**src/design/scag_pkg.sv**
```systemverilog
// Shared types, constants and helpers for the sine/cosine activation unit.
// No dependencies; every other design file imports this package.
package scag_pkg;

	localparam int ANGLE_W   = 32;
	localparam int VALUE_W   = 32;
	localparam int RES_W     = 49;   // biased angle residue during the modulo
	localparam int ZW        = 36;   // CORDIC angle accumulator, Q.32
	localparam int XY_W      = 36;   // CORDIC x/y, Q.32
	localparam int Q_W       = 18;   // clamped Q16.16 cos/sin, [-65536, 65536]
	localparam int PROD_W    = 50;   // grad_in times derivative
	localparam int MOD_STEPS = 14;   // quotient bits of the modulo by 2pi

	localparam logic [RES_W-1:0] TWO_PI_RES = 49'd26986075409;
	// Multiple of 2pi added so the widened angle is never negative
	localparam logic [RES_W-1:0] MOD_BIAS   = TWO_PI_RES << (MOD_STEPS - 1);

	localparam logic signed [ZW-1:0] TWO_PI_Q32   = 36'sd26986075409;
	localparam logic signed [ZW-1:0] PI_Q32       = 36'sd13493037705;
	localparam logic signed [ZW-1:0] HALF_PI_Q32  = 36'sd6746518852;
	localparam logic signed [ZW-1:0] TWO_PI_M_PI  = 36'sd13493037704;
	localparam logic signed [ZW-1:0] TWO_PI_M_HPI = 36'sd20239556557;
	localparam logic signed [XY_W-1:0] GAIN_Q32   = 36'sd2608131496;

	typedef logic signed [ZW-1:0]   zang_t;
	typedef logic signed [XY_W-1:0] xy_t;
	typedef logic signed [Q_W-1:0]  q16_t;

	// Sideband that rides along with every item
	typedef struct packed {
		logic                      action;
		logic signed [ANGLE_W-1:0] grad_in;
	} tag_t;

	// Item in the modulo chain
	typedef struct packed {
		tag_t             tag;
		logic [RES_W-1:0] res;
	} mod_t;

	// Item in the rotation chain
	typedef struct packed {
		tag_t  tag;
		logic  neg;
		xy_t   x;
		xy_t   y;
		zang_t z;
	} rot_t;

	// atan(2^-idx) in Q.32; beyond idx 10 the value is exactly 2^(32-idx)
	function automatic zang_t atan_q32(input int unsigned idx);
		zang_t r;
		unique case (idx)
			0:       r = 36'sd3373259426;
			1:       r = 36'sd1991351318;
			2:       r = 36'sd1052175346;
			3:       r = 36'sd534100635;
			4:       r = 36'sd268086748;
			5:       r = 36'sd134174063;
			6:       r = 36'sd67103403;
			7:       r = 36'sd33553749;
			8:       r = 36'sd16777131;
			9:       r = 36'sd8388597;
			10:      r = 36'sd4194303;
			default: r = zang_t'(36'd1 << (32 - idx));
		endcase
		return r;
	endfunction

endpackage

```
**src/design/scag_rot_cell.sv**
```systemverilog
// One CORDIC rotation cell: micro-rotation by +/- atan(2^-STAGE), sign of z steers.
// Depends on scag_pkg.
module scag_rot_cell #(
	parameter int STAGE = 0
) (
	input  logic          clk,
	input  logic          arst_n,
	input  logic          in_valid,
	output logic          in_ready,
	input  scag_pkg::rot_t in_data,
	output logic          out_valid,
	input  logic          out_ready,
	output scag_pkg::rot_t out_data
);
	import scag_pkg::*;

	localparam zang_t ATAN = atan_q32(STAGE);

	logic vld_q;
	rot_t dat_q;
	rot_t nxt;
	xy_t  xs;
	xy_t  ys;

	always_comb begin
		xs  = in_data.x >>> STAGE;
		ys  = in_data.y >>> STAGE;
		nxt = in_data;
		if (!in_data.z[ZW-1]) begin
			nxt.x = in_data.x - ys;
			nxt.y = in_data.y + xs;
			nxt.z = in_data.z - ATAN;
		end else begin
			nxt.x = in_data.x + ys;
			nxt.y = in_data.y - xs;
			nxt.z = in_data.z + ATAN;
		end
	end

	assign in_ready = !vld_q || out_ready;

	always_ff @(posedge clk or negedge arst_n) begin
		if (!arst_n) begin
			vld_q <= 1'b0;
		end else if (in_ready) begin
			vld_q <= in_valid;
		end
	end

	always_ff @(posedge clk) begin
		if (in_valid && in_ready) begin
			dat_q <= nxt;
		end
	end

	assign out_valid = vld_q;
	assign out_data  = dat_q;
endmodule

```
**config.mk**
```make
export PLATFORM = sky130hd
export DESIGN_NAME = scag_rot_cell
export DESIGN_NICKNAME = d
export VERILOG_FILES = /design/src/design/scag_pkg.sv /design/src/design/scag_rot_cell.sv
export SDC_FILE = /design/constraint.sdc
export NUM_CORES = 1
export LEC_CHECK = 0
export ABC_AREA = 1
export BUFFER_PORTS_ARGS = -buffer_cell sky130_fd_sc_hd__buf_2
export CORE_ASPECT_RATIO = 1.1
export CORE_UTILIZATION = 40
export DETAILED_ROUTE_END_ITERATION = 7
export PLACE_DENSITY_LB_ADDON = 0.05
export SYNTH_ARGS = -nofsm -noshare
export SYNTH_HDL_FRONTEND = slang
export SYNTH_SLANG_ARGS = --single-unit
```
**constraint.sdc**
```tcl
create_clock -name clk -period 8.8 [get_ports clk]
set_input_delay 1.76 -clock clk [delete_from_list [all_inputs] [get_ports clk]]
set_output_delay 1.76 -clock clk [all_outputs]
set_load 0.01 [all_outputs]
```
==> impl_metrics.py <==
metrics = {
    "yosys": {
        "postSynthAreaPerCell_sq_um": 6.745,
        "synth.cell_area_sq_um": 14440,
        "synthCells": 2141,
        "ys_warns": 0,
        "synth_seq_cells": 142,
        "synth_cell_type_count": 45,
        "mappedNetlistNets": 2429,
        "proportion_of_synthesized_chip_area_in_sequential_cells": 0.2949,
    },
    "timing": {
        "timing.max_slew.rel_slack": 0.4072,
        "final_hold_viol_count": 0,
        "clock_skew_ps": 8.672,
        "post-route-period-util": 0.4818,
        "timing.final.crit_period_ps": 4240,
        "max_slew.worst_pin.slew_ps": 889.2,
        "grt_setup_unrepaired": "no",
        "setup_total_negative_slack_ps": 0,
        "worst_slack_ps": 4560,
        "slew_viol_final": 0,
        "fmaxAchievable_ghz": 0.2358,
        "timing.final.setup_violations": 0,
    },
    "cells_and_area": {
        "antenna-diode-count": 0,
        "syn_to_final_growth_pct": 15.88,
        "stdcell_area_sq_um": 16730,
        "stdcell_count": 2899,
        "filler_cell_count": 3773,
        "share_of_layout_cells_above_drive_strength_1": 0.1518,
        "layout.cells.most_common": "sky130_fd_sc_hd__nand2_1",
        "leading_cell_types_in_the_layout_fill_and_taps_excluded": "sky130_fd_sc_hd__nand2_1 (660), sky130_fd_sc_hd__inv_1 (336), sky130_fd_sc_hd__buf_2 (289)",
        "design.final.nets": 2693,
    },
    "route": {
        "via_count": 14730,
        "antenna_violating_nets_post_route": 0,
        "drtIter0Drc": 877,
        "wl_per_cell_um": 17.63,
        "drt_first_pass_iters": 8,
        "routed_via_density": 5.080,
        "drt_wl_total_mm": 51.10,
        "detail_route.drc_violations": 0,
    },
    "cts": {
        "cts.repair_timing.setup_buffer_count": 0,
        "cts_hold_buf": 0,
        "clock_sinks": 142,
        "clk_pin_slew_ps": 60,
        "tritoncts": "done",
        "cts-resized-gates": 0,
        "tritoncts.num_buffers": 17,
        "cts-root-to-sink-buffers": 2,
        "worst_skew_pair.late_latency_ps": 470,
        "cts_htree_levels": 4,
        "cts-root-buf": "sky130_fd_sc_hd__clkbuf_16",
    },
    "placement": {
        "detailedPlace.worstSlack_ps": 4118,
        "dpl_cell_area_sq_um": 16180,
        "dpl.hpwl_mm": 42.63,
        "routabilityCongestion": 0.9444,
        "place_inst": 2867,
        "port_buffers": 289,
    },
    "job": {
        "max_cap_viol_count": 0,
    },
    "outcome": {
        "status": "finished, final reports clean",
    },
    "pwr": {
        "vdd.ir_drop.worst_mv": 0.1491,
        "power.density_nw_per_um2": 146.8,
        "post_layout_total_power_uw": 2457,
        "p_leak_uw": 0.008665,
    },
    "global_route": {
        "grt_max_degree": 142,
        "global_route_wire_length_before_repair_mm": 77.40,
        "grt_util_met3": 0.04000,
        "antenna_found_initial": 0,
        "global_route_usage_over_all_layers": 0.2770,
        "first_global_vias": 14210,
        "grt_busiest_layer": "met2",
        "gr-usage-met2": 0.4821,
        "grt_remaining_overflow": 0,
        "global_route.usage.met1": 0.3387,
    },
    "setup_path": {
        "worst-setup-path-type": "in2reg",
        "worst_path_dominant_cell_family": "buffers and inverters",
        "critical-path-max-stage-delay_ps": 650,
        "crit_buf_inv": 3,
        "worst_r2r_path_depth": 2,
        "most_used_cell_cp": "sky130_fd_sc_hd__nor2_1",
        "required_ps": 9020,
        "critical_path.endpoint_type": "flip-flop",
        "path_depth": 13,
        "worst_setup_slack_for_register_to_register_paths_ps": 7110,
        "timing.critical_path.cells": "buf_2, buf_4, ha_1, a21oi_1, inv_1, nor2_1, nor2_1, nor2_1, nor2_1, nor3_1, nand2_1, nand2_1, nand2_1",
        "critical_path_peak_fanout": 58,
        "cp.arrival_ps": 4460,
        "critPathSlowestCell": "sky130_fd_sc_hd__buf_4",
        "start_kind": "primary input",
    },
    "hold_path": {
        "worst_min_delay_path_class": "reg2reg",
        "worstHoldPathCells": 2,
    },
    "die": {
        "die_y_um": 201.3,
        "pin_count": 290,
        "die_x_um": 183.2,
        "fp-row-count": 72,
        "coreArea_sq_um": 35400,
        "floorplan.initialDensity": 0.4079,
        "fp.dieArea_sq_um": 36870,
    },
}
## state kept, by name (all words and copies together), names as in the netlist
name / count
out_data: 141
out_valid: 1
## area by class of cell
cell class	count	area, sq um	share of cell area
multi-input combinational	1613	8564	0.5118
inverter	339	1272	0.07604
sequential	142	4259	0.2545
clock inverter	15	130.1	0.007776
timing repair buffer	292	1481	0.08852
tap	481	601.8	0.03596
clock buffer	17	425.4	0.02542
## cells in the mapped netlist (all sizes together)
master,n,area share
a21boi,3,0.0016
fa,4,0.0055
ha,138,0.12
nor4,5,0.0026
o21a,2,0.0010
a21oi,158,0.055
edfxtp,141,0.29
nand2,669,0.18
nand3b,2,0.0010
a21o,3,0.0016
nand4,19,0.0082
o31ai,3,0.0019
clkbuf,11,0.0047
o22ai,6,0.0026
inv,339,0.088
or2,4,0.0017
nor3,15,0.0055
o21ai,102,0.037
xnor2,2,0.0012
buf,36,0.020
nand3,183,0.064
a31oi,2,0.00087
o21bai,27,0.014
dfrtp,1,0.0017
and2,6,0.0027
xor2,52,0.032
nor2,206,0.056
o211ai,2,0.0010
## stage by stage
step / utilization / hold slack [ps]
2_1_floorplan: - / 631.4
3_3_place_gp: 0.4570 / 558.1
3_5_place_dp: 0.4570 / 580.0
4_1_cts: 0.4727 / 594.9
5_1_grt: 0.4727 / 641.5
6_report: 0.4727 / 591.5
## power by group
group | leakage (uW) | switching, uW | internal (uW) | total, uW
Sequential | 0.00136 | 16.3 | 834 | 851
Clock | 0.000263 | 341 | 369 | 710
Combinational | 0.00704 | 611 | 285 | 896
Total | 0.00867 | 968 | 1490 | 2460
## worst register-to-register path, delay by kind of cell, from the launching register on
family,cells,cell delay (ps)
AOI/OAI and AO/OA,1,190
buffers and inverters,1,510
DFF,1,420
## final timing paths
path / from / to
worst max register to register: out_valid / out_data[31]
worst min register to register: out_valid / out_valid
worst min-delay path: out_valid / out_valid
min in group asynchronous: arst_n / out_valid
max in group asynchronous: arst_n / out_valid
worst max-delay path: in_data[35] / out_data[31]
## metal layers
layer / share of wire / up-vias
li1: - / 7421
met1: 0.43 / 6743
met2: 0.48 / 483
met3: 0.052 / 79
met4: 0.037 / 0
met5: 0 / -
## kinds of logic after synthesis
group / count (synthesis) / synth area share
buffers and inverters: 386 / 0.1128
AOI/OAI and AO/OA: 308 / 0.1165
and+or+nand+nor: 1109 / 0.3179
DFF: 142 / 0.2949
xor gates and xnor gates: 54 / 0.03275
adders and majority gates: 142 / 0.1251
No activity file was read; power rests on OpenSTA's default activity.
