**config.mk**
```make
export PLATFORM = sky130hd
export DESIGN_NAME = scag_mod_cell
export DESIGN_NICKNAME = d
export VERILOG_FILES = /design/src/design/scag_pkg.sv /design/src/design/scag_mod_cell.sv
export SDC_FILE = /design/constraint.sdc
export NUM_CORES = 1
export LEC_CHECK = 0
export BUFFER_PORTS_ARGS = -buffer_cell sky130_fd_sc_hd__clkbuf_2
export CORE_MARGIN = 3
export CORE_UTILIZATION = 52
export DETAILED_ROUTE_END_ITERATION = 7
export HOLD_SLACK_MARGIN = 0.06
export PLACE_DENSITY = 0.83
export SYNTH_ARGS = -nofsm -noshare
export SYNTH_HDL_FRONTEND = slang
export SYNTH_SLANG_ARGS = --single-unit
```
**constraint.sdc**
```tcl
create_clock -name clk -period 5.3 [get_ports clk]
set_input_delay 0.265 -clock clk [delete_from_list [all_inputs] [get_ports clk]]
set_output_delay 0.265 -clock clk [all_outputs]
set_load 0.02 [all_outputs]
```
**src/design/scag_pkg.sv**
```systemverilog
// Shared types, constants and helpers for the sine/cosine activation unit.
// No dependencies; every other design file imports this package.
package scag_pkg;

	localparam int ANGLE_W   = 32;
	localparam int VALUE_W   = 32;
	localparam int RES_W     = 49;   // biased angle residue during the modulo
	localparam int ZW        = 36;   // CORDIC angle accumulator, Q.32
	localparam int XY_W      = 36;   // CORDIC x/y, Q.32
	localparam int Q_W       = 18;   // clamped Q16.16 cos/sin, [-65536, 65536]
	localparam int PROD_W    = 50;   // grad_in times derivative
	localparam int MOD_STEPS = 14;   // quotient bits of the modulo by 2pi

	localparam logic [RES_W-1:0] TWO_PI_RES = 49'd26986075409;
	// Multiple of 2pi added so the widened angle is never negative
	localparam logic [RES_W-1:0] MOD_BIAS   = TWO_PI_RES << (MOD_STEPS - 1);

	localparam logic signed [ZW-1:0] TWO_PI_Q32   = 36'sd26986075409;
	localparam logic signed [ZW-1:0] PI_Q32       = 36'sd13493037705;
	localparam logic signed [ZW-1:0] HALF_PI_Q32  = 36'sd6746518852;
	localparam logic signed [ZW-1:0] TWO_PI_M_PI  = 36'sd13493037704;
	localparam logic signed [ZW-1:0] TWO_PI_M_HPI = 36'sd20239556557;
	localparam logic signed [XY_W-1:0] GAIN_Q32   = 36'sd2608131496;

	typedef logic signed [ZW-1:0]   zang_t;
	typedef logic signed [XY_W-1:0] xy_t;
	typedef logic signed [Q_W-1:0]  q16_t;

	// Sideband that rides along with every item
	typedef struct packed {
		logic                      action;
		logic signed [ANGLE_W-1:0] grad_in;
	} tag_t;

	// Item in the modulo chain
	typedef struct packed {
		tag_t             tag;
		logic [RES_W-1:0] res;
	} mod_t;

	// Item in the rotation chain
	typedef struct packed {
		tag_t  tag;
		logic  neg;
		xy_t   x;
		xy_t   y;
		zang_t z;
	} rot_t;

	// atan(2^-idx) in Q.32; beyond idx 10 the value is exactly 2^(32-idx)
	function automatic zang_t atan_q32(input int unsigned idx);
		zang_t r;
		unique case (idx)
			0:       r = 36'sd3373259426;
			1:       r = 36'sd1991351318;
			2:       r = 36'sd1052175346;
			3:       r = 36'sd534100635;
			4:       r = 36'sd268086748;
			5:       r = 36'sd134174063;
			6:       r = 36'sd67103403;
			7:       r = 36'sd33553749;
			8:       r = 36'sd16777131;
			9:       r = 36'sd8388597;
			10:      r = 36'sd4194303;
			default: r = zang_t'(36'd1 << (32 - idx));
		endcase
		return r;
	endfunction

endpackage

```
**src/design/scag_mod_cell.sv**
```systemverilog
// One restoring step of the angle modulo 2pi: subtract 2pi << SHIFT if it fits.
// Depends on scag_pkg.
module scag_mod_cell #(
	parameter int SHIFT = 0
) (
	input  logic          clk,
	input  logic          arst_n,
	input  logic          in_valid,
	output logic          in_ready,
	input  scag_pkg::mod_t in_data,
	output logic          out_valid,
	input  logic          out_ready,
	output scag_pkg::mod_t out_data
);
	import scag_pkg::*;

	localparam logic [RES_W-1:0] SUB = TWO_PI_RES << SHIFT;

	logic         vld_q;
	mod_t         dat_q;
	mod_t         nxt;
	logic [RES_W:0] diff;

	always_comb begin
		diff = {1'b0, in_data.res} - {1'b0, SUB};
		nxt  = in_data;
		if (!diff[RES_W]) begin
			nxt.res = diff[RES_W-1:0];
		end
	end

	assign in_ready = !vld_q || out_ready;

	always_ff @(posedge clk or negedge arst_n) begin
		if (!arst_n) begin
			vld_q <= 1'b0;
		end else if (in_ready) begin
			vld_q <= in_valid;
		end
	end

	always_ff @(posedge clk) begin
		if (in_valid && in_ready) begin
			dat_q <= nxt;
		end
	end

	assign out_valid = vld_q;
	assign out_data  = dat_q;
endmodule

```
==> flow_metrics.env <==
export IMPL_r2r_end="out_data[29]$_DFFE_PP_"
export IMPL_cts_sinks=83
export IMPL_maxSlewViolCount=0
export IMPL_grt_pass1_wl_um=15100
export IMPL_yosys_warnings=0
export IMPL_crit_path_max_fanout=30
export IMPL_cts_resized=0
export IMPL_crit_type="primary input to register"
export IMPL_synthTopCellsByArea="edfxtp_1, xnor2_1, xor2_1, nor2_1, nand4_1"
export IMPL_core_area_sq_um=7330
export IMPL_peakVddDrop_v=0.000184
export IMPL_cts_max_level=3
export IMPL_dpl_hpwl_um=7400
export IMPL_yosys_area_top_type="edfxtp_1"
export IMPL_io_buffers=169
export IMPL_die_area_sq_um=8760
export IMPL_synth_top_area_share_pct=61.7
export IMPL_p_leak_nw=2.04
export IMPL_drtIter0Drc=227
export IMPL_drtPass1Iterations=5
export IMPL_grt_util_all_layers_pct=22.3
export IMPL_r2r_start="out_valid$_DFFE_PN0N_"
export IMPL_synth_ff_type="edfxtp_1"
export IMPL_wirelength_um=9730
export IMPL_syn_num_nets=382
export IMPL_drive_above_1_share_pct=43.2
export IMPL_drc=0
export IMPL_post_drt_wl_per_cell_um=17.0
export IMPL_required_ps=5390
export IMPL_vias_per_cell=5.50
export IMPL_fillers=536
export IMPL_finalSetupTns_ps=0
export IMPL_antennaDiodeCount=0
export IMPL_layout_nets=554
export IMPL_maxCapViolations=0
export IMPL_r2r_setup_slack_ps=3540
export IMPL_dp_slack_ps=2470
export IMPL_power_mw=1.48
export IMPL_period_minus_slack_ps=2470
export IMPL_holdPathEnd="out_data[67]$_DFFE_PP_"
export IMPL_io_pins=170
export IMPL_setup_ws_ps=2830
export IMPL_fin_crit_sh_pct=46.7
export IMPL_fp_row_count=31
export IMPL_arrival_ps=2560
export IMPL_synth_xor_area_share_pct=10.5
export IMPL_grt_pass1_vias=3088
export IMPL_synth_compound_area_share_pct=9.94
export IMPL_gp_congestion=0.936
export IMPL_synth_seq_cells=83
export IMPL_clock_latency_ps=340
export IMPL_fin_worst_skew_ps=8.89
export IMPL_antenna_left=0
export IMPL_worstMarginPinSlew_ps=1020
export IMPL_synth_top_family_by_area="simple AND/OR/NAND/NOR gates"
export IMPL_min_from="in_data[67]"
export IMPL_hp_class="primary input to register"
export IMPL_cts_tree="done"
export IMPL_cp_start_kind="primary input"
export IMPL_rsz0062_at_grt="false"
export IMPL_muxShareOfSynthArea_pct=0
export IMPL_synthSimpleGateAreaFrac_pct=15.0
export IMPL_cts_made_buffers=9
export IMPL_vias=3141
export IMPL_cts_root_buf="clkbuf_8"
export IMPL_syn_avg_cell_area_sq_um=13.5
export IMPL_synthCells=295
export IMPL_area_growth_pct=28.0
export IMPL_clkSlewWorstSetupHoldPaths_ps=90
export IMPL_power_density_nw_per_um2=290
export IMPL_synth_cell_area_sq_um=3990
export IMPL_clock_path_buffers=2
export IMPL_status="complete, no violations"
export IMPL_grt_overflow_total=0
export IMPL_synthAdderAreaFrac_pct=0.314
export IMPL_dpl_cell_area_sq_um=4900
export IMPL_synth_async_reset_ratio_pct=1.20
export IMPL_chipWidth_um=93.6
export IMPL_grt_antenna_before_repair=0
export IMPL_stdcell_area_sq_um=5110
export IMPL_ys_types=65
export IMPL_hold_depth=1
export IMPL_yosysSeqAreaShare_pct=62.3
export IMPL_hold_violations=0
export IMPL_crit_path_end_kind="register"
export IMPL_fin_util_pct=69.7
export IMPL_synth_commonest_cells="edfxtp_1, xnor2_1, nor2_1"
export IMPL_clock_fmax_mhz=404
export IMPL_reg2reg_depth=2
export IMPL_setup_violations=0
export IMPL_synth_edff_count=82
export IMPL_grt_max_degree=83
export IMPL_initial_core_util_pct=54.4
export IMPL_slew_headroom_pct=31.7
export IMPL_die_y_um=93.6
export IMPL_synthMostInstantiatedCell="edfxtp_1"
-- area by class of cell --
| type | instances | area, sq um | area share (%) |
|---|---|---|---|
| inverter | 3 | 11.3 | 0.220 |
| clock buffer | 10 | 128 | 2.50 |
| sequential | 83 | 2490 | 48.7 |
| timing repair buffer | 170 | 856 | 16.8 |
| clock inverter | 6 | 72.6 | 1.42 |
| multi-input combinational | 200 | 1430 | 28.0 |
| tap | 99 | 124 | 2.43 |
-- per-layer routing --
layer / wire length (um) / GRT usage [%] / vias up
met1: 3810 / 27.7 / 1478
met5: 0 / 0 / -
met4: 137 / 6.74 / 0
met2: 4750 / 37.8 / 166
met3: 1020 / 6.44 / 15
li1: - / - / 1482
-- worst max-delay path, stage by stage --
cell	delay [ps]
clkbuf_2	130
or4_1	710
nor3_2	440
a21bo_2	610
o21ai_0	230
xnor2_1	170
-- cells in the final DEF (no fill, tap or decap), types with 2 or more instances in the layout --
cell type / synthesis / routed
o21a_1: 2 / 2
xnor2_1: 29 / 29
o21ai_0: 4 / 4
clkinvlp_4: 0 / 3
nand2_1: 15 / 15
nor4_1: 9 / 9
nand2b_1: 3 / 3
or2_2: 2 / 2
nor3_1: 7 / 7
a21oi_1: 7 / 7
o211ai_1: 3 / 3
inv_1: 3 / 3
and2_1: 3 / 2
edfxtp_1: 82 / 82
and2_4: 1 / 2
nor2_1: 22 / 22
clkbuf_2: 0 / 169
a21o_1: 2 / 2
nand4_1: 10 / 10
nand3b_1: 3 / 3
clkbuf_8: 0 / 9
a31oi_1: 6 / 6
xor2_1: 19 / 19
a211oi_1: 3 / 3
nor2b_1: 2 / 2
a31o_2: 2 / 2
nand3_1: 10 / 10
-- registers in the layout (all words and copies together), names as in the netlist --
name / cells
out_data: 82
out_valid: 1
-- worst max path at each step --
stage	cells after the start	slack [ps]	end	startpoint
floorplan	2	2200	out_data[0]$_DFFE_PP_	out_valid$_DFFE_PN0N_
global placement	7	2520	out_data[45]$_DFFE_PP_	in_data[17]
detailed placement	6	2470	out_data[45]$_DFFE_PP_	in_data[25]
CTS	6	2840	out_data[46]$_DFFE_PP_	in_data[25]
global route	6	2630	out_data[27]$_DFFE_PP_	in_data[25]
finish	6	2830	out_data[27]$_DFFE_PP_	in_data[25]
-- kinds of logic after synthesis --
kind of cell,Yosys count
DFF,83
AOI/OAI and AO/OA,49
buffers and inverters,12
xor gates and xnor gates,48
and+or+nand+nor,102
adders and majority gates,1
-- through the flow --
stage               hold WS (ps)  instances
finish                      91.7        571
global placement            39.7        554
floorplan                  -30.6        295
global route                64.6        571
detailed placement          41.0        554
CTS                         81.9        571
-- report_power, final --
group	total [mW]	switching, mW	internal (mW)
Clock	0.458	0.235	0.223
Sequential	0.786	0.0111	0.775
Combinational	0.235	0.151	0.0847
Total	1.48	0.397	1.08
-- timing repair --
| item | 4_1_cts | 5_1_grt |
|---|---|---|
| hold buffers | 1 | 0 |
| endpoints found under the hold margin | 1 | 0 |
| buffers inserted | 0 | 0 |
(Power assumes the default switching activity.)
