[config.mk]
export PLATFORM = sky130hd
export DESIGN_NAME = scag_out_stage_flat
export DESIGN_NICKNAME = d
export VERILOG_FILES = /design/src/design/scag_pkg.sv /design/src/design/scag_if.sv /design/src/design/scag_out_stage.sv /design/src/flat_wrapper.sv
export SDC_FILE = /design/constraint.sdc
export NUM_CORES = 2
export LEC_CHECK = 0
export BUFFER_PORTS_ARGS = -buffer_cell sky130_fd_sc_hd__buf_2
export CAP_MARGIN = 15
export CORE_MARGIN = 10
export CORE_UTILIZATION = 43
export DETAILED_ROUTE_END_ITERATION = 8
export GPL_ROUTABILITY_DRIVEN = 0
export MAX_ROUTING_LAYER = met4
export PLACE_DENSITY = 0.67
export SLEW_MARGIN = 25
export SYNTH_ARGS = -nofsm -noshare
export SYNTH_HDL_FRONTEND = slang
export SYNTH_SLANG_ARGS = --single-unit
[constraint.sdc]
create_clock -name clk -period 16.6 [get_ports clk]
set_clock_uncertainty 0.1 [all_clocks]
set_input_delay 3.32 -clock clk [delete_from_list [all_inputs] [get_ports clk]]
set_output_delay 3.32 -clock clk [all_outputs]
set_load 0.02 [all_outputs]
[src/design/scag_pkg.sv]
// Shared types, constants and helpers for the sine/cosine activation unit.
// No dependencies; every other design file imports this package.
package scag_pkg;

	localparam int ANGLE_W   = 32;
	localparam int VALUE_W   = 32;
	localparam int RES_W     = 49;   // biased angle residue during the modulo
	localparam int ZW        = 36;   // CORDIC angle accumulator, Q.32
	localparam int XY_W      = 36;   // CORDIC x/y, Q.32
	localparam int Q_W       = 18;   // clamped Q16.16 cos/sin, [-65536, 65536]
	localparam int PROD_W    = 50;   // grad_in times derivative
	localparam int MOD_STEPS = 14;   // quotient bits of the modulo by 2pi

	localparam logic [RES_W-1:0] TWO_PI_RES = 49'd26986075409;
	// Multiple of 2pi added so the widened angle is never negative
	localparam logic [RES_W-1:0] MOD_BIAS   = TWO_PI_RES << (MOD_STEPS - 1);

	localparam logic signed [ZW-1:0] TWO_PI_Q32   = 36'sd26986075409;
	localparam logic signed [ZW-1:0] PI_Q32       = 36'sd13493037705;
	localparam logic signed [ZW-1:0] HALF_PI_Q32  = 36'sd6746518852;
	localparam logic signed [ZW-1:0] TWO_PI_M_PI  = 36'sd13493037704;
	localparam logic signed [ZW-1:0] TWO_PI_M_HPI = 36'sd20239556557;
	localparam logic signed [XY_W-1:0] GAIN_Q32   = 36'sd2608131496;

	typedef logic signed [ZW-1:0]   zang_t;
	typedef logic signed [XY_W-1:0] xy_t;
	typedef logic signed [Q_W-1:0]  q16_t;

	// Sideband that rides along with every item
	typedef struct packed {
		logic                      action;
		logic signed [ANGLE_W-1:0] grad_in;
	} tag_t;

	// Item in the modulo chain
	typedef struct packed {
		tag_t             tag;
		logic [RES_W-1:0] res;
	} mod_t;

	// Item in the rotation chain
	typedef struct packed {
		tag_t  tag;
		logic  neg;
		xy_t   x;
		xy_t   y;
		zang_t z;
	} rot_t;

	// atan(2^-idx) in Q.32; beyond idx 10 the value is exactly 2^(32-idx)
	function automatic zang_t atan_q32(input int unsigned idx);
		zang_t r;
		unique case (idx)
			0:       r = 36'sd3373259426;
			1:       r = 36'sd1991351318;
			2:       r = 36'sd1052175346;
			3:       r = 36'sd534100635;
			4:       r = 36'sd268086748;
			5:       r = 36'sd134174063;
			6:       r = 36'sd67103403;
			7:       r = 36'sd33553749;
			8:       r = 36'sd16777131;
			9:       r = 36'sd8388597;
			10:      r = 36'sd4194303;
			default: r = zang_t'(36'd1 << (32 - idx));
		endcase
		return r;
	endfunction

endpackage

[src/design/scag_if.sv]


interface scag_rsp_if;
	import scag_pkg::*;
	logic                      valid;
	logic                      ready;
	logic signed [VALUE_W-1:0] value;
	modport source (output valid, value, input ready);
	modport sink (input valid, value, output ready);
endinterface

[src/design/scag_out_stage.sv]
// Back end: quadrant sign fix, Q16.16 round and clamp, function select,
// gradient product and saturation; last register drives the response channel.
// Depends on scag_pkg and scag_if.
module scag_out_stage (
	input  logic           clk,
	input  logic           arst_n,
	input  logic           fsel,
	input  logic           in_valid,
	output logic           in_ready,
	input  scag_pkg::rot_t in_data,
	scag_rsp_if.source     rsp
);
	import scag_pkg::*;

	function automatic q16_t q16_round(input xy_t v);
		logic signed [XY_W:0]    t;
		logic signed [XY_W-16:0] q;
		q16_t                    r;
		t = $signed({v[XY_W-1], v}) + $signed((XY_W + 1)'(32768));
		q = t[XY_W:16];
		if (q > (XY_W - 15)'(65536)) begin
			r = q16_t'(65536);
		end else if (q < -(XY_W - 15)'(65536)) begin
			r = -q16_t'(65536);
		end else begin
			r = q16_t'(q);
		end
		return r;
	endfunction

	// stage 1: sign fix
	logic vld_s1;
	tag_t tag_s1;
	xy_t  x_s1;
	xy_t  y_s1;
	// stage 2: rounded value and derivative
	logic vld_s2;
	tag_t tag_s2;
	q16_t f_s2;
	q16_t d_s2;
	// stage 3: product
	logic                      vld_s3;
	logic                      act_s3;
	q16_t                      f_s3;
	logic signed [PROD_W-1:0]  prod_s3;
	// stage 4: result register
	logic                      vld_s4;
	logic signed [VALUE_W-1:0] value_s4;

	logic rdy1, rdy2, rdy3, rdy4;
	q16_t c_rnd, s_rnd;
	logic signed [PROD_W:0]     rnd;
	logic signed [PROD_W-16:0]  shr;
	logic signed [VALUE_W-1:0]  res;

	assign rdy4     = !vld_s4 || rsp.ready;
	assign rdy3     = !vld_s3 || rdy4;
	assign rdy2     = !vld_s2 || rdy3;
	assign rdy1     = !vld_s1 || rdy2;
	assign in_ready = rdy1;

	assign c_rnd = q16_round(x_s1);
	assign s_rnd = q16_round(y_s1);

	always_comb begin
		rnd = $signed({prod_s3[PROD_W-1], prod_s3}) + $signed((PROD_W + 1)'(32768));
		shr = rnd[PROD_W:16];
		if (!act_s3) begin
			res = VALUE_W'(f_s3);
		end else if (shr > $signed((PROD_W - 15)'(32'h7FFF_FFFF))) begin
			res = {1'b0, {(VALUE_W - 1){1'b1}}};
		end else if (shr < -$signed((PROD_W - 15)'(32'h8000_0000))) begin
			res = {1'b1, {(VALUE_W - 1){1'b0}}};
		end else begin
			res = VALUE_W'(shr);
		end
	end

	always_ff @(posedge clk or negedge arst_n) begin
		if (!arst_n) begin
			vld_s1 <= 1'b0;
			vld_s2 <= 1'b0;
			vld_s3 <= 1'b0;
			vld_s4 <= 1'b0;
		end else begin
			if (rdy1) vld_s1 <= in_valid;
			if (rdy2) vld_s2 <= vld_s1;
			if (rdy3) vld_s3 <= vld_s2;
			if (rdy4) vld_s4 <= vld_s3;
		end
	end

	always_ff @(posedge clk) begin
		if (in_valid && rdy1) begin
			tag_s1 <= in_data.tag;
			x_s1   <= in_data.neg ? -in_data.x : in_data.x;
			y_s1   <= in_data.neg ? -in_data.y : in_data.y;
		end
		if (vld_s1 && rdy2) begin
			tag_s2 <= tag_s1;
			// cosine: f = cos, f' = -sin; sine: f = sin, f' = cos
			f_s2   <= fsel ? s_rnd : c_rnd;
			d_s2   <= fsel ? c_rnd : -s_rnd;
		end
		if (vld_s2 && rdy3) begin
			act_s3  <= tag_s2.action;
			f_s3    <= f_s2;
			prod_s3 <= tag_s2.grad_in * d_s2;
		end
		if (vld_s3 && rdy4) begin
			value_s4 <= res;
		end
	end

	assign rsp.valid = vld_s4;
	assign rsp.value = value_s4;
endmodule

[src/flat_wrapper.sv]
// flat-port wrapper written by rule: the top's interface ports become plain ports
module scag_out_stage_flat import scag_pkg::*;
  (clk, arst_n, fsel, in_valid, in_ready, in_data, rsp_valid, rsp_value, rsp_ready);
  scag_rsp_if rsp_i ();
  input  logic clk;
  input  logic arst_n;
  input  logic fsel;
  input  logic in_valid;
  output logic in_ready;
  input  scag_pkg::rot_t in_data;
  output wire logic [$bits(rsp_i.valid)-1:0] rsp_valid;
  output wire logic [$bits(rsp_i.value)-1:0] rsp_value;
  input wire logic [$bits(rsp_i.ready)-1:0] rsp_ready;
  assign rsp_valid = rsp_i.valid;
  assign rsp_value = rsp_i.value;
  assign rsp_i.ready = rsp_ready;
  scag_out_stage u_core (.clk(clk), .arst_n(arst_n), .fsel(fsel), .in_valid(in_valid), .in_ready(in_ready), .in_data(in_data), .rsp(rsp_i));
endmodule
==> summary.txt <==
Run status
  – Status: finished clean

Setup path
  – R2r startpoint: u_core.d_s2[17]$_DFFE_PP_
  – CP dominant cell by count: fa_1
  – Buffers plus inverters on the worst setup path: 3
  – Delay-heaviest family, CP: adder cells
  – Critical setup path kind: register to register
  – Crit Path Max Fanout: 25
  – CP Data Required Time: 16.73 ns
  – Slowest stage delay, CP: 0.66 ns
  – Max stage delay cell, worst path: nor3_1
  – CP arrival: 8.59 ns
  – Crit-path cells: inv_2 -> nor2_1 -> fa_1 -> fa_1 -> fa_1 -> fa_1 -> fa_1 -> inv_1 -> fa_1 -> inv_1 -> ha_1 -> and3_1 -> and4_1 -> o21ai_0 -> a31oi_1 -> nor3_1 -> a31oi_1 -> a41oi_1 -> or4b_2 -> o311ai_0
  – CP Capture Type: register
  – Startpoint Class: register
  – Setup crit start: u_core.d_s2[17]$_DFFE_PP_

Synthesis
  – Post-synth ARST share: 0.0171
  – Syn avg cell area: 9.91 um^2
  – Synthesized Nets: 3878
  – Seq cells post-synth: 234
  – Post-synthesis cell count: 3059
  – Top FF cell, synth: edfxtp_1
  – Cell type with the largest total area after synthesis: fa_1
  – Synth warn: 0
  – Sequential share of the synthesized area: 0.231
  – Post-synth EDFFs: 230
  – Post-synth top area share: 0.364
  – Cell Area, Synth: 30300 um^2
  – Area contributors post-synth: fa_1 36%, edfxtp_1 23%, inv_1 7.8%, nand2_1 5.3%, ha_1 5.0%
  – Post-synth cell types: 75

Timing
  – Slew Limit Fails: 0
  – RSZ-0062 raised after global routing: false
  – WHS: 0.299 ns
  – Fin crit share: 0.510
  – Fin. Hold Viols: 0
  – Setup_tns: 0 ns
  – Achievable clock frequency: 0.118 GHz
  – Final setup vio count: 0
  – Final WS setup: 8.14 ns
  – Slew @ Worst Pin: 1.03 ns
  – Fin crit period: 8.46 ns
  – Slew headroom: 0.311

Final layout
  – Share of cells above drive strength 1: 0.0753
  – Area delta synth->final: 7.68%
  – ANT cells: 0
  – # nets final: 3938
  – Final core occ: 0.467

Floorplanning
  – Core ar.: 69900 um^2
  – Die area: 81500 um^2
  – Die W: 286 um
  – # rows: 97
  – IO Pins: 181
  – Die Ht: 286 um
  – Initial Util: 0.434

Place
  – Pre-CTS setup slack: 7.51 ns
  – # port buffers: 144
  – Post-DP HPWL: 55100 um

Clock network
  – TritonCTS Buffers: 23
  – Clock Root Buffer: clkbuf_16
  – Clk sink count: 234
  – H-Tree Level Count: 1
  – Post-CTS sizing: 0
  – Postcts setup bufs: 0
  – CTS tree: yes
  – Hold_buf cts: 0
  – Clock Latency Late Sink: 0.57 ns
  – CTS clk-pin slew, worst paths: 0.08 ns
  – Max clock buf depth: 3

Global route
  – Initial antenna violation count: 1
  – First-pass GRT wire length: 121000 um
  – Congestion Overflow GR: 0
  – Total track usage: 0.190
  – Pin count of the biggest net entering global routing: 70
  – Vias in the first global route: 22500

Routing
  – Post-DR vias/cell: 5.14
  – WL final: 73400 um
  – Antenna-violating nets left: 0
  – Residual DRC count: 0
  – DR vias: 20900
  – Detailed Routing Iterations Pass 1: 6
  – Drt wl/cell: 18.0 um
  – Starting DRT DRC Count: 1169

Worst hold path
  – Hold Path Class: register to register
  – Hold_sp: u_core.tag_s1[13]$_DFFE_PP_

Job
  – Maxcap violations: 0
==> cells in the final DEF (no fill, tap or decap), types with 5 or more instances in the layout <==
master and n:
o21ai_0 41, o31ai_1 18, nand3_1 44, a211oi_1 7, nand2_1 429, or2_2 8
clkinv_2 5, o22ai_1 13, and3_1 26, fa_1 552, inv_1 628, nor4_1 10
edfxtp_1 230, and2_1 225, nand2b_1 26, ha_1 120, nand4_1 25, nor2b_1 10
clkbuf_1 5, mux2i_1 9, clkbuf_16 23, nor3_1 20, nor2_1 94, a31oi_1 7
and4_1 12, a21oi_1 90, xor2_1 48, xnor2_1 111, o21a_1 9, buf_2 144
a21o_1 13, o211ai_1 5, or3_1 15, buf_4 26
==> Yosys cell counts, types with 3 or more instances <==
cell	n
o211ai_1	5
and3_1	26
buf_2	8
nor4b_1	4
a211oi_1	7
o221ai_1	3
nand2b_1	26
and4_1	12
ha_1	120
nor4_1	10
o21ai_0	41
nand3_1	44
o21a_1	9
o22ai_1	13
o31ai_1	18
nor2_1	94
nor3_1	20
a21oi_1	90
and2_1	228
a21o_1	13
a31oi_1	7
o21bai_1	5
or2_2	8
mux2_2	3
o32ai_1	3
nand4_1	25
clkbuf_1	127
xor2_1	48
or3_1	15
nor2b_1	11
fa_1	552
mux2i_1	9
a2111oi_0	4
nand2_1	429
edfxtp_1	230
inv_1	628
a211o_1	3
xnor2_1	111
dfrtp_1	4
==> flip-flops by register name, summed over array words and instances (netlist names) <==
name / flops
u_core.tag_s1: 33
u_core.vld_s2: 1
u_core.act_s3: 1
u_core.x_s1: 21
u_core.vld_s3: 1
u_core.vld_s1: 1
u_core.rsp.value: 32
u_core.tag_s2: 33
u_core.rsp.valid: 1
u_core.prod_s3: 35
u_core.y_s1: 21
u_core.f_s2: 18
u_core.f_s3: 18
u_core.d_s2: 18
==> metal layers <==
layer | vias up | wire, um | part of all wire | global-route usage
li1 | 9558 | - | - | -
met1 | 10500 | 29000 | 0.39 | 0.226
met2 | 667 | 37400 | 0.51 | 0.332
met3 | 167 | 4210 | 0.057 | 0.0222
met4 | 0 | 2750 | 0.038 | 0.0642
met5 | - | 0 | 0 | -
==> cell type report <==
type	instances	area [um^2]
Timing Repair Buffer	170	916
Multi-Input combinational cell	2060	20500
Fill cell	6548	37300
Inverter	630	2360
Clock buffer	28	594
Tap cell	940	1180
Sequential cell	234	7010
Clock inverter	13	138
==> worst reg2reg max path, delay by kind of cell (launching register included) <==
| kind | cells | cell delay, ns |
|---|---|---|
| adder cells (fa/ha/maj) | 7 | 3.56 |
| AND/OR/NAND/NOR | 5 | 1.86 |
| buffers and inverters | 3 | 0.71 |
| AO/OA/AOI/OAI | 5 | 1.28 |
| flip-flops | 1 | 0.63 |
==> cell families (layout without fill, tap and decap cells) <==
group | count (synthesis) | in the layout | share of synthesized area
buffers and inverters | 765 | 841 | 0.0950
multiplexers | 12 | 12 | 0.00409
AO/OA/AOI/OAI | 246 | 246 | 0.0513
flip-flops | 234 | 234 | 0.231
AND/OR/NAND/NOR | 971 | 971 | 0.159
XOR/XNOR | 159 | 159 | 0.0459
adder cells (fa/ha/maj) | 672 | 672 | 0.414
==> stage by stage <==
step | cells | instance area, um^2
final | 4075 | 32600
after global routing | 4075 | 32600
after CTS | 4075 | 32600
after detailed placement | 4034 | 31900
after global placement | 4034 | 31900
after floorplan | 3059 | 30300
==> path summary, 6_finish.rpt <==
kind / end / cells after the start / slack (ns)
min: u_core.tag_s2[13]$_DFFE_PP_ / 0 / 0.30
max in group asynchronous: u_core.vld_s3$_DFFE_PN0P_ / 1 / 13.82
max reg2reg: u_core.prod_s3[48]$_DFFE_PP_ / 20 / 8.14
min reg2reg: u_core.tag_s2[13]$_DFFE_PP_ / 0 / 0.30
min in group asynchronous: u_core.vld_s2$_DFFE_PN0P_ / 1 / 2.45
max: u_core.prod_s3[48]$_DFFE_PP_ / 20 / 8.14
Power is left out: the tool's default activity adds up to more than one toggle a clock period on the data nets, which glitch-free logic cannot reach.
